### src/design/bfs_pkg.sv
`timescale 1ns / 1ps
`default_nettype none
// ----------------------------------------------------------------------------
// bfs_pkg
// Shared widths, constants and state encoding for the breadth-first search.
// ----------------------------------------------------------------------------
package bfs_pkg;
  localparam int MaxNodes  = 64;
  localparam int MaxEdges  = 256;
  localparam int NodeW     = $clog2(MaxNodes);
  localparam int CntW      = NodeW + 1;
  localparam int EdgeAw    = $clog2(MaxEdges);
  localparam int EdgeCntW  = EdgeAw + 1;
  localparam int EdgeW     = 2 * NodeW;

  typedef enum logic [2:0] {
    StIdle,
    StDeq,
    StDeqWait,
    StDeqTab,
    StScan,
    StEmitRd,
    StEmit
  } state_e;
endpackage
`default_nettype wire

### src/design/bfs_distance_parent.sv
`timescale 1ns / 1ps
`default_nettype none
// ----------------------------------------------------------------------------
// bfs_distance_parent
// Breadth-first search from node 0 over a streamed undirected graph.
// ----------------------------------------------------------------------------
// An edge word is taken whenever start_i is high and busy_o is low. The word with
// last_edge_i set starts the search: busy_o rises and each dequeued node scans
// the whole edge store, one stored edge per cycle from the edge memory read
// port. Then one result per node in use appears, each on the ports for a single
// cycle with result_valid_o; the receiver cannot stall, so it must take every
// strobed word. The edge store is then emptied.
module bfs_distance_parent (
  input  wire logic                        clk_i,
  input  wire logic                        rst_ni,
  input  wire logic                        cfg_we_i,
  input  wire logic [bfs_pkg::CntW-1:0]    cfg_wdata_i,
  input  wire logic                        start_i,
  output logic                             busy_o,
  input  wire logic                        edge_present_i,
  input  wire logic [bfs_pkg::NodeW-1:0]   end_a_i,
  input  wire logic [bfs_pkg::NodeW-1:0]   end_b_i,
  input  wire logic                        last_edge_i,
  output logic                             result_valid_o,
  output logic      [bfs_pkg::NodeW-1:0]   node_id_o,
  output logic                             reached_o,
  output logic      [bfs_pkg::NodeW-1:0]   hop_distance_o,
  output logic      [bfs_pkg::NodeW-1:0]   parent_node_o,
  output logic                             edges_dropped_o,
  output logic                             last_result_o
);
  localparam int NW = bfs_pkg::NodeW;

  bfs_pkg::state_e state_q, state_d;
  logic [bfs_pkg::CntW-1:0]     node_count_q;
  logic [bfs_pkg::EdgeCntW-1:0] stored_q, stored_d;
  logic                         ovf_q, ovf_d;
  logic [bfs_pkg::MaxNodes-1:0] visited_q, visited_d;
  logic [bfs_pkg::CntW-1:0]     head_q, head_d, tail_q, tail_d;
  logic [bfs_pkg::EdgeCntW-1:0] scan_q, scan_d;
  logic                         scan_vld_q, scan_vld_d;
  logic [NW-1:0]                cur_q, cur_d;
  logic [NW-1:0]                cur_dist_q, cur_dist_d;
  logic [NW-1:0]                emit_q, emit_d;

  logic [NW-1:0] queue_mem [bfs_pkg::MaxNodes];
  logic [NW-1:0] dist_mem  [bfs_pkg::MaxNodes];
  logic [NW-1:0] par_mem   [bfs_pkg::MaxNodes];
  logic [NW-1:0] queue_rd_q, dist_rd_q, par_rd_q;

  logic [bfs_pkg::CntW-1:0] n_use;
  logic                     accept, edge_ok;
  logic [bfs_pkg::EdgeW-1:0] edge_rd;
  logic [NW-1:0]            ea, eb, disc_node;
  logic                     disc;
  logic                     qwe, twe;
  logic [NW-1:0]            qw_addr, qw_data, tw_addr, tw_dist, tw_par;
  logic [NW-1:0]            dist_raddr;
  logic [NW-1:0]            tab_raddr;

  always_comb begin
    if (node_count_q == '0) n_use = bfs_pkg::CntW'(1);
    else if (node_count_q > bfs_pkg::CntW'(bfs_pkg::MaxNodes))
      n_use = bfs_pkg::CntW'(bfs_pkg::MaxNodes);
    else n_use = node_count_q;
  end

  assign busy_o  = (state_q != bfs_pkg::StIdle);
  assign accept  = start_i && !busy_o;
  assign edge_ok = accept && edge_present_i &&
                   ({1'b0, end_a_i} < n_use) && ({1'b0, end_b_i} < n_use);

  bfs_edge_mem u_edge_mem (
    .clk_i   (clk_i),
    .we_i    (edge_ok && (stored_q < bfs_pkg::EdgeCntW'(bfs_pkg::MaxEdges))),
    .waddr_i (stored_q[bfs_pkg::EdgeAw-1:0]),
    .wdata_i ({end_b_i, end_a_i}),
    .raddr_i (scan_q[bfs_pkg::EdgeAw-1:0]),
    .rdata_o (edge_rd)
  );

  assign ea = edge_rd[NW-1:0];
  assign eb = edge_rd[bfs_pkg::EdgeW-1:NW];

  // One discovery per edge at most: a endpoint first, b is then cur itself.
  always_comb begin
    disc      = 1'b0;
    disc_node = ea;
    if (state_q == bfs_pkg::StScan && scan_vld_q &&
        tail_q < bfs_pkg::CntW'(bfs_pkg::MaxNodes)) begin
      if (ea == cur_q && !visited_q[eb]) begin
        disc = 1'b1; disc_node = eb;
      end else if (eb == cur_q && !visited_q[ea]) begin
        disc = 1'b1; disc_node = ea;
      end
    end
  end

  always_comb begin
    state_d    = state_q;
    stored_d   = stored_q;
    ovf_d      = ovf_q;
    visited_d  = visited_q;
    head_d     = head_q;
    tail_d     = tail_q;
    scan_d     = scan_q;
    scan_vld_d = 1'b0;
    cur_d      = cur_q;
    cur_dist_d = cur_dist_q;
    emit_d     = emit_q;
    qwe = 1'b0; qw_addr = tail_q[NW-1:0]; qw_data = disc_node;
    twe = 1'b0; tw_addr = disc_node; tw_dist = cur_dist_q + NW'(1); tw_par = cur_q;
    case (state_q)
      bfs_pkg::StIdle: begin
        if (edge_ok) begin
          if (stored_q < bfs_pkg::EdgeCntW'(bfs_pkg::MaxEdges))
            stored_d = stored_q + bfs_pkg::EdgeCntW'(1);
          else ovf_d = 1'b1;
        end
        if (accept && last_edge_i) begin
          visited_d    = '0;
          visited_d[0] = 1'b1;
          head_d       = '0;
          tail_d       = bfs_pkg::CntW'(1);
          qwe = 1'b1; qw_addr = '0; qw_data = '0;
          twe = 1'b1; tw_addr = '0; tw_dist = '0; tw_par = '0;
          state_d      = bfs_pkg::StDeq;
        end
      end
      bfs_pkg::StDeq: begin
        if (head_q < tail_q) begin
          state_d = bfs_pkg::StDeqWait;
        end else begin
          emit_d  = '0;
          state_d = bfs_pkg::StEmitRd;
        end
      end
      bfs_pkg::StDeqWait: begin
        cur_d      = queue_rd_q;
        head_d     = head_q + bfs_pkg::CntW'(1);
        state_d    = bfs_pkg::StDeqTab;
      end
      bfs_pkg::StDeqTab: begin
        cur_dist_d = dist_rd_q;
        scan_d     = '0;
        state_d    = bfs_pkg::StScan;
      end
      bfs_pkg::StScan: begin
        if (disc) begin
          visited_d[disc_node] = 1'b1;
          tail_d = tail_q + bfs_pkg::CntW'(1);
          qwe = 1'b1;
          twe = 1'b1;
        end
        if (scan_q < stored_q) begin
          scan_vld_d = 1'b1;
          scan_d     = scan_q + bfs_pkg::EdgeCntW'(1);
        end else if (!scan_vld_q) begin
          state_d = bfs_pkg::StDeq;
        end
      end
      bfs_pkg::StEmitRd: state_d = bfs_pkg::StEmit;
      bfs_pkg::StEmit: begin
        if ({1'b0, emit_q} + bfs_pkg::CntW'(1) == n_use) begin
          stored_d = '0;
          ovf_d    = 1'b0;
          state_d  = bfs_pkg::StIdle;
        end else begin
          emit_d  = emit_q + NW'(1);
          state_d = bfs_pkg::StEmitRd;
        end
      end
      default: state_d = bfs_pkg::StIdle;
    endcase
  end

  assign dist_raddr = queue_rd_q;
  assign tab_raddr  = (state_q == bfs_pkg::StEmitRd) ? emit_q : dist_raddr;

  always_ff @(posedge clk_i) begin
    if (qwe) queue_mem[qw_addr] <= qw_data;
    if (twe) begin
      dist_mem[tw_addr] <= tw_dist;
      par_mem[tw_addr]  <= tw_par;
    end
    queue_rd_q <= queue_mem[head_q[NW-1:0]];
  end

  // Dequeue: queue word lands in StDeqWait and addresses the tables; the
  // distance of the dequeued node is taken in StDeqTab.
  always_ff @(posedge clk_i) begin
    dist_rd_q <= dist_mem[tab_raddr];
    par_rd_q  <= par_mem[tab_raddr];
  end

  always_ff @(posedge clk_i or negedge rst_ni) begin
    if (!rst_ni) begin
      state_q      <= bfs_pkg::StIdle;
      node_count_q <= bfs_pkg::CntW'(bfs_pkg::MaxNodes);
      stored_q     <= '0;
      ovf_q        <= 1'b0;
      visited_q    <= '0;
      head_q       <= '0;
      tail_q       <= '0;
      scan_q       <= '0;
      scan_vld_q   <= 1'b0;
      cur_q        <= '0;
      cur_dist_q   <= '0;
      emit_q       <= '0;
    end else begin
      state_q      <= state_d;
      if (cfg_we_i) node_count_q <= cfg_wdata_i;
      stored_q     <= stored_d;
      ovf_q        <= ovf_d;
      visited_q    <= visited_d;
      head_q       <= head_d;
      tail_q       <= tail_d;
      scan_q       <= scan_d;
      scan_vld_q   <= scan_vld_d;
      cur_q        <= cur_d;
      cur_dist_q   <= cur_dist_d;
      emit_q       <= emit_d;
    end
  end

  always_comb begin
    result_valid_o  = (state_q == bfs_pkg::StEmit);
    node_id_o       = emit_q;
    reached_o       = visited_q[emit_q];
    hop_distance_o  = visited_q[emit_q] ? dist_rd_q : '0;
    parent_node_o   = visited_q[emit_q] ? par_rd_q : '0;
    edges_dropped_o = ovf_q;
    last_result_o   = ({1'b0, emit_q} + bfs_pkg::CntW'(1) == n_use);
  end
endmodule
`default_nettype wire

### src/design/bfs_edge_mem.sv
`timescale 1ns / 1ps
`default_nettype none
// ----------------------------------------------------------------------------
// bfs_edge_mem
// Edge store: one write port, one registered read port.
// ----------------------------------------------------------------------------
module bfs_edge_mem (
  input  wire logic                        clk_i,
  input  wire logic                        we_i,
  input  wire logic [bfs_pkg::EdgeAw-1:0]  waddr_i,
  input  wire logic [bfs_pkg::EdgeW-1:0]   wdata_i,
  input  wire logic [bfs_pkg::EdgeAw-1:0]  raddr_i,
  output logic      [bfs_pkg::EdgeW-1:0]   rdata_o
);
  logic [bfs_pkg::EdgeW-1:0] mem_q [bfs_pkg::MaxEdges];

  always_ff @(posedge clk_i) begin
    if (we_i) begin
      mem_q[waddr_i] <= wdata_i;
    end
    rdata_o <= mem_q[raddr_i];
  end
endmodule
`default_nettype wire

### config.mk
export PLATFORM = sky130hd
export DESIGN_NAME = bfs_distance_parent
export DESIGN_NICKNAME = d
export VERILOG_FILES = /design/src/design/bfs_pkg.sv /design/src/design/bfs_distance_parent.sv /design/src/design/bfs_edge_mem.sv
export SDC_FILE = /design/constraint.sdc
export NUM_CORES = 2
export LEC_CHECK = 0
export ABC_AREA = 1
export BUFFER_PORTS_ARGS = -buffer_cell sky130_fd_sc_hd__buf_2
export CORE_ASPECT_RATIO = 0.9
export CORE_MARGIN = 5
export CORE_UTILIZATION = 44
export DETAILED_ROUTE_END_ITERATION = 7
export SLEW_MARGIN = 40
export SYNTH_ARGS = -nofsm -noshare
export SYNTH_HDL_FRONTEND = slang
export SYNTH_HIERARCHICAL = 1
export SYNTH_MEMORY_MAX_BITS = 65536
export SYNTH_SLANG_ARGS = --single-unit
### constraint.sdc
create_clock -name clk_i -period 6 [get_ports clk_i]
set_input_delay 0.3 -clock clk_i [delete_from_list [all_inputs] [get_ports clk_i]]
set_output_delay 0.3 -clock clk_i [all_outputs]
set_load 0.01 [all_outputs]
==> impl_results.html <==
<table>
<tr><th>Metric</th><th>Value</th></tr>
<tr><th colspan="2">Outcome</th></tr>
<tr><td>Status</td><td>finished clean</td></tr>
<tr><th colspan="2">Worst setup path</th></tr>
<tr><td>Maximum fanout count along the critical path</td><td>16</td></tr>
<tr><td>Data arrival time of the worst path</td><td>~5.8 ns</td></tr>
<tr><td>Critical-path cell list</td><td>nor2_1, nand4_1, nand2_1, nand2_1, ha_1, inv_1, nor2_1, nand2_1, nand4_1, dlygate4sd3_1, a211oi_1, nand4_1, inv_1, buf_4, nand3_2, nor2_2</td></tr>
<tr><td>Library cell contributing the largest single delay on the critical path</td><td>sky130_fd_sc_hd__nor2_2</td></tr>
<tr><td>CP peak stage delay</td><td>0.78 ns</td></tr>
<tr><td>Startpoint kind of the worst setup timing path</td><td>flip-flop</td></tr>
<tr><td>Class of the most critical setup path</td><td>reg -&gt; reg</td></tr>
<tr><td>Type of element capturing the critical path</td><td>flip-flop</td></tr>
<tr><td>Endpoint required time on the critical path</td><td>roughly 6.5 ns</td></tr>
<tr><th colspan="2">STA</th></tr>
<tr><td>Worst slew slack as a fraction of its limit</td><td>0.4014</td></tr>
<tr><td>Setup violations, final</td><td>0</td></tr>
<tr><td>Maximum clock frequency</td><td>about 190 MHz</td></tr>
<tr><td>Setup repair after global routing missed its margin</td><td>no</td></tr>
<tr><td>Final count of hold timing violations</td><td>0</td></tr>
<tr><td>Final worst path period share</td><td>0.8756</td></tr>
<tr><td>Max-slew violation count</td><td>0</td></tr>
<tr><td>Total negative setup slack</td><td>0 ns</td></tr>
<tr><td>Actual transition at the worst max-transition pin</td><td>0.8979 ns</td></tr>
<tr><td>Worst clock skew on the final layout</td><td>roughly 0.096 ns</td></tr>
<tr><td>Minimum clock period after layout</td><td>5.254 ns</td></tr>
<tr><th colspan="2">Global routing</th></tr>
<tr><td>Pin count of the biggest net entering global routing</td><td>between 150 and 200</td></tr>
<tr><td>Wire length of the first global-routing pass</td><td>between 700000 and 800000 um</td></tr>
<tr><td>Antenna violations before repair</td><td>19</td></tr>
<tr><td>Remaining Overflow, GRT</td><td>0</td></tr>
<tr><td>Number of global-route vias before repair</td><td>about 110k</td></tr>
<tr><td>Total Routing Usage GR</td><td>0.2432</td></tr>
<tr><th colspan="2">Final layout</th></tr>
<tr><td>Post-route cell area</td><td>between 150000 and 200000 sq um</td></tr>
<tr><td>Final net count</td><td>about 15000</td></tr>
<tr><td>Area growth from synthesis to final layout</td><td>11.47%</td></tr>
<tr><td>Share of final-layout standard cells stronger than drive strength 1</td><td>0.09211</td></tr>
<tr><td>Layout Cells excl Fill</td><td>20440</td></tr>
<tr><th colspan="2">Clock network</th></tr>
<tr><td>Clk Tree Root Cell</td><td>sky130_fd_sc_hd__clkbuf_16</td></tr>
<tr><td>Clock tree from TritonCTS</td><td>done</td></tr>
<tr><td>Reg clk slew, reported paths</td><td>approximately 0.060 ns</td></tr>
<tr><td>H-Tree Level Count</td><td>5</td></tr>
<tr><td>Clock latency on the worst-skew pair</td><td>~0.99 ns</td></tr>
<tr><td>Count of cells resized by post-cts repair</td><td>0</td></tr>
<tr><td>Clock Path Buffers</td><td>4</td></tr>
<tr><td>Clock Sinks</td><td>approximately 4400</td></tr>
<tr><td>Number of CTS-inserted buffers</td><td>roughly 440</td></tr>
<tr><th colspan="2">Yosys</th></tr>
<tr><td>Number of distinct standard cells referenced by the synthesized netlist</td><td>58</td></tr>
<tr><td>Most instantiated cells after synthesis</td><td>sky130_fd_sc_hd__edfxtp_1, sky130_fd_sc_hd__nand2_1, sky130_fd_sc_hd__nand3_1</td></tr>
<tr><td>Post-synthesis net count</td><td>about 15000</td></tr>
<tr><td>Dominant cells by area after synthesis</td><td>sky130_fd_sc_hd__edfxtp_1, sky130_fd_sc_hd__nand3_1, sky130_fd_sc_hd__nand2_1</td></tr>
<tr><td>FF+latch count, synth</td><td>approximately 4400</td></tr>
<tr><td>Syn Inst Count</td><td>around 15000</td></tr>
<tr><td>Number of warnings printed during yosys synthesis</td><td>6</td></tr>
<tr><td>Ys flop type</td><td>sky130_fd_sc_hd__edfxtp_1</td></tr>
<tr><td>Post-synthesis sequential area ratio</td><td>0.7285</td></tr>
<tr><td>Fraction of registers with async set or reset after synthesis</td><td>0.02877</td></tr>
<tr><td>Count of flip-flops with a built-in enable after synthesis</td><td>between 4000 and 5000</td></tr>
<tr><td>Synthesized area per cell</td><td>between 10 and 15 sq um</td></tr>
<tr><td>Top-area cell type share of the netlist area</td><td>0.7076</td></tr>
<tr><td>Cell area after synthesis</td><td>between 150000 and 200000 sq um</td></tr>
<tr><td>Top-count cell post-synth</td><td>sky130_fd_sc_hd__edfxtp_1</td></tr>
<tr><td>Cell type with the largest total area after synthesis</td><td>sky130_fd_sc_hd__edfxtp_1</td></tr>
<tr><th colspan="2">Placement</th></tr>
<tr><td>Post-DP HPWL</td><td>311900 um</td></tr>
<tr><td>GPL Wtd Cong</td><td>between 0.9 and 1</td></tr>
<tr><td>Area of placed instances</td><td>roughly 180000 sq um</td></tr>
<tr><td>Quantity of I/O buffers inserted on ports</td><td>47</td></tr>
<tr><td>Inst Count DP</td><td>about 20000</td></tr>
<tr><th colspan="2">Floorplan</th></tr>
<tr><td>Width of the die</td><td>about 700 um</td></tr>
<tr><td>Number of rows in the core area</td><td>around 220</td></tr>
<tr><td>Total core area</td><td>406100 sq um</td></tr>
<tr><td>Area enclosed by the die boundary</td><td>420300 sq um</td></tr>
<tr><td>Effective utilization at floorplan</td><td>0.4414</td></tr>
<tr><td>Count of boundary I/O pins</td><td>between 40 and 50</td></tr>
<tr><td>Y dimension of the die</td><td>slightly above 600 um</td></tr>
<tr><th colspan="2">Power</th></tr>
<tr><td>Leakage power of the design</td><td>67.75 nW</td></tr>
<tr><td>Power per standard cell area</td><td>approximately 470 nW/um^2</td></tr>
<tr><td>Peak VDD IR</td><td>roughly 390 uV</td></tr>
<tr><th colspan="2">Detailed routing</th></tr>
<tr><td>Average via count per standard cell</td><td>around 5.8</td></tr>
<tr><td>Antenna-violating nets left</td><td>0</td></tr>
<tr><td>DRT Pass-1 Iters</td><td>8</td></tr>
<tr><td>Detailed Route WL</td><td>approximately 530000 um</td></tr>
<tr><td>Drt drc</td><td>0</td></tr>
<tr><td>Number of DRC markers in iteration 0</td><td>16910</td></tr>
<tr><td>Number of vias after detailed routing</td><td>118600</td></tr>
<tr><td>Routed wirelength normalized by instance count</td><td>between 20 and 30 um</td></tr>
<tr><th colspan="2">Hold path</th></tr>
<tr><td>Kind of path behind the tightest hold check</td><td>in -&gt; reg</td></tr>
<tr><th colspan="2">Flow run</th></tr>
<tr><td>Max_cap viols</td><td>0</td></tr>
</table>
area by class of cell:
class / count / area (sq um)
inverter: 238 / 984.7
fill: 35370 / 206300
clock buffer: 537 / 11620
multi-input combinational: 9266 / 43370
sequential: 4380 / 130600
tap: 5376 / 6726
timing repair buffer: 358 / 3672
clock inverter: 279 / 2824
antenna: 3 / 7.507
report_power, final:
part	internal (mW)	switching (mW)	leakage (nW)
registers	35.1	0.646	40.0
clock network	15.8	11.7	7.07
logic	7.74	23.3	20.7
total	58.7	35.6	67.7
placed cells by master, fill, tap and decap left out, types with 10 or more instances in the layout:
master	instances
sky130_fd_sc_hd__edfxtp_1	4224
sky130_fd_sc_hd__clkbuf_16	444
sky130_fd_sc_hd__dlygate4sd3_1	28
sky130_fd_sc_hd__nor2_4	12
sky130_fd_sc_hd__buf_4	200
sky130_fd_sc_hd__inv_1	202
sky130_fd_sc_hd__nand4_1	21
sky130_fd_sc_hd__clkbuf_1	77
sky130_fd_sc_hd__mux2i_1	35
sky130_fd_sc_hd__o21ai_0	565
sky130_fd_sc_hd__o211ai_1	113
sky130_fd_sc_hd__buf_6	23
sky130_fd_sc_hd__nor2_1	838
sky130_fd_sc_hd__o22ai_1	100
sky130_fd_sc_hd__dfrtp_1	117
sky130_fd_sc_hd__inv_6	12
sky130_fd_sc_hd__bufinv_16	48
sky130_fd_sc_hd__nor3_1	25
sky130_fd_sc_hd__dfxtp_1	30
sky130_fd_sc_hd__clkinv_2	109
sky130_fd_sc_hd__nor2_2	287
sky130_fd_sc_hd__nand2_1	3537
sky130_fd_sc_hd__nand2_2	21
sky130_fd_sc_hd__buf_8	12
sky130_fd_sc_hd__a21oi_1	129
sky130_fd_sc_hd__clkinv_1	86
sky130_fd_sc_hd__xor2_1	21
sky130_fd_sc_hd__ha_1	30
sky130_fd_sc_hd__nand3_1	3256
sky130_fd_sc_hd__clkbuf_8	16
sky130_fd_sc_hd__buf_12	53
sky130_fd_sc_hd__inv_2	10
sky130_fd_sc_hd__o221ai_1	130
sky130_fd_sc_hd__o32ai_1	62
sky130_fd_sc_hd__buf_2	34
sky130_fd_sc_hd__clkinvlp_4	20
cell families after synthesis:
group | after synthesis | synth area share
AO/OA/AOI/OAI | 1142 | 0.03884
XOR/XNOR | 24 | 0.001173
adder cells (fa/ha/maj) | 30 | 0.002094
buffers and inverters | 1244 | 0.03470
flip-flops | 4380 | 0.7285
multiplexers | 39 | 0.002206
AND/OR/NAND/NOR | 8031 | 0.1924
final timing paths:
check	startpoint	cells past startpoint	to	slack, ns
max	node_count_q[4]$_DFFE_PN0P_	16	u_edge_mem/mem_q[160][7]$_DFFE_PP_	0.75
min	end_b_i[1]	2	u_edge_mem/mem_q[108][7]$_DFFE_PP_	0.27
max reg2reg	node_count_q[4]$_DFFE_PN0P_	16	u_edge_mem/mem_q[160][7]$_DFFE_PP_	0.75
min reg2reg	dist_raddr[0]$_DFF_P_	2	cur_q[0]$_DFFE_PN0P_	0.45
max in group asynchronous	rst_ni	4	visited_q[15]$_DFFE_PN0P_	4.80
min in group asynchronous	rst_ni	3	node_count_q[6]$_DFFE_PN1P_	0.47
sequential cells by signal, summed over array words and instances, names as in the netlist:
signal              flops
cur_dist_q              6
cur_q                   6
dist_mem              384
dist_raddr              6
dist_rd_q               6
edges_dropped_o         1
head_q                  7
node_count_q            7
node_id_o               6
par_mem               384
par_rd_q                6
queue_mem             384
scan_q                  9
scan_vld_q              1
state_q                 3
stored_q                9
tail_q                  7
u_edge_mem/mem_q     3072
u_edge_mem/rdata_o     12
visited_q              64
per-layer routing:
metal | track usage | part of all wire | vias to the layer above
met4 | 0.08151 | 0.037 | 6
met2 | 0.3600 | 0.44 | 6180
met5 | 0 | 0.000081 | -
li1 | - | - | 53170
met1 | 0.3607 | 0.42 | 58280
met3 | 0.04693 | 0.10 | 940
what timing repair did:
item / 4_1_cts / 5_1_grt
hold buffers: 29 / 0
setup buffers: 0 / 0
endpoints found under the hold margin: 449 / 0
stage by stage:
step | hold slack [ns] | total power [mW] | worst slack, ns | utilization
3_5_place_dp | 0.3991 | 66.68 | 1.098 | 0.4551
4_1_cts | 0.2062 | 94.10 | 0.5555 | 0.4915
3_3_place_gp | 0.3946 | 66.46 | 0.8314 | 0.4527
6_report | 0.2750 | 94.34 | 0.7464 | 0.4921
5_1_grt | 0.2220 | 98.33 | 0.4632 | 0.4921
2_1_floorplan | 0.004409 | 55.76 | 1.644 | -
worst max-delay path: cells and delay by family (launching register included):
kind	cells	cell delay [ns]
fa+ha+maj	1	0.32
simple gates	10	2.29
buf+inv	4	1.60
flops	1	0.39
compound gates	1	0.23
Note: power is estimated with default switching activity, not from simulation.
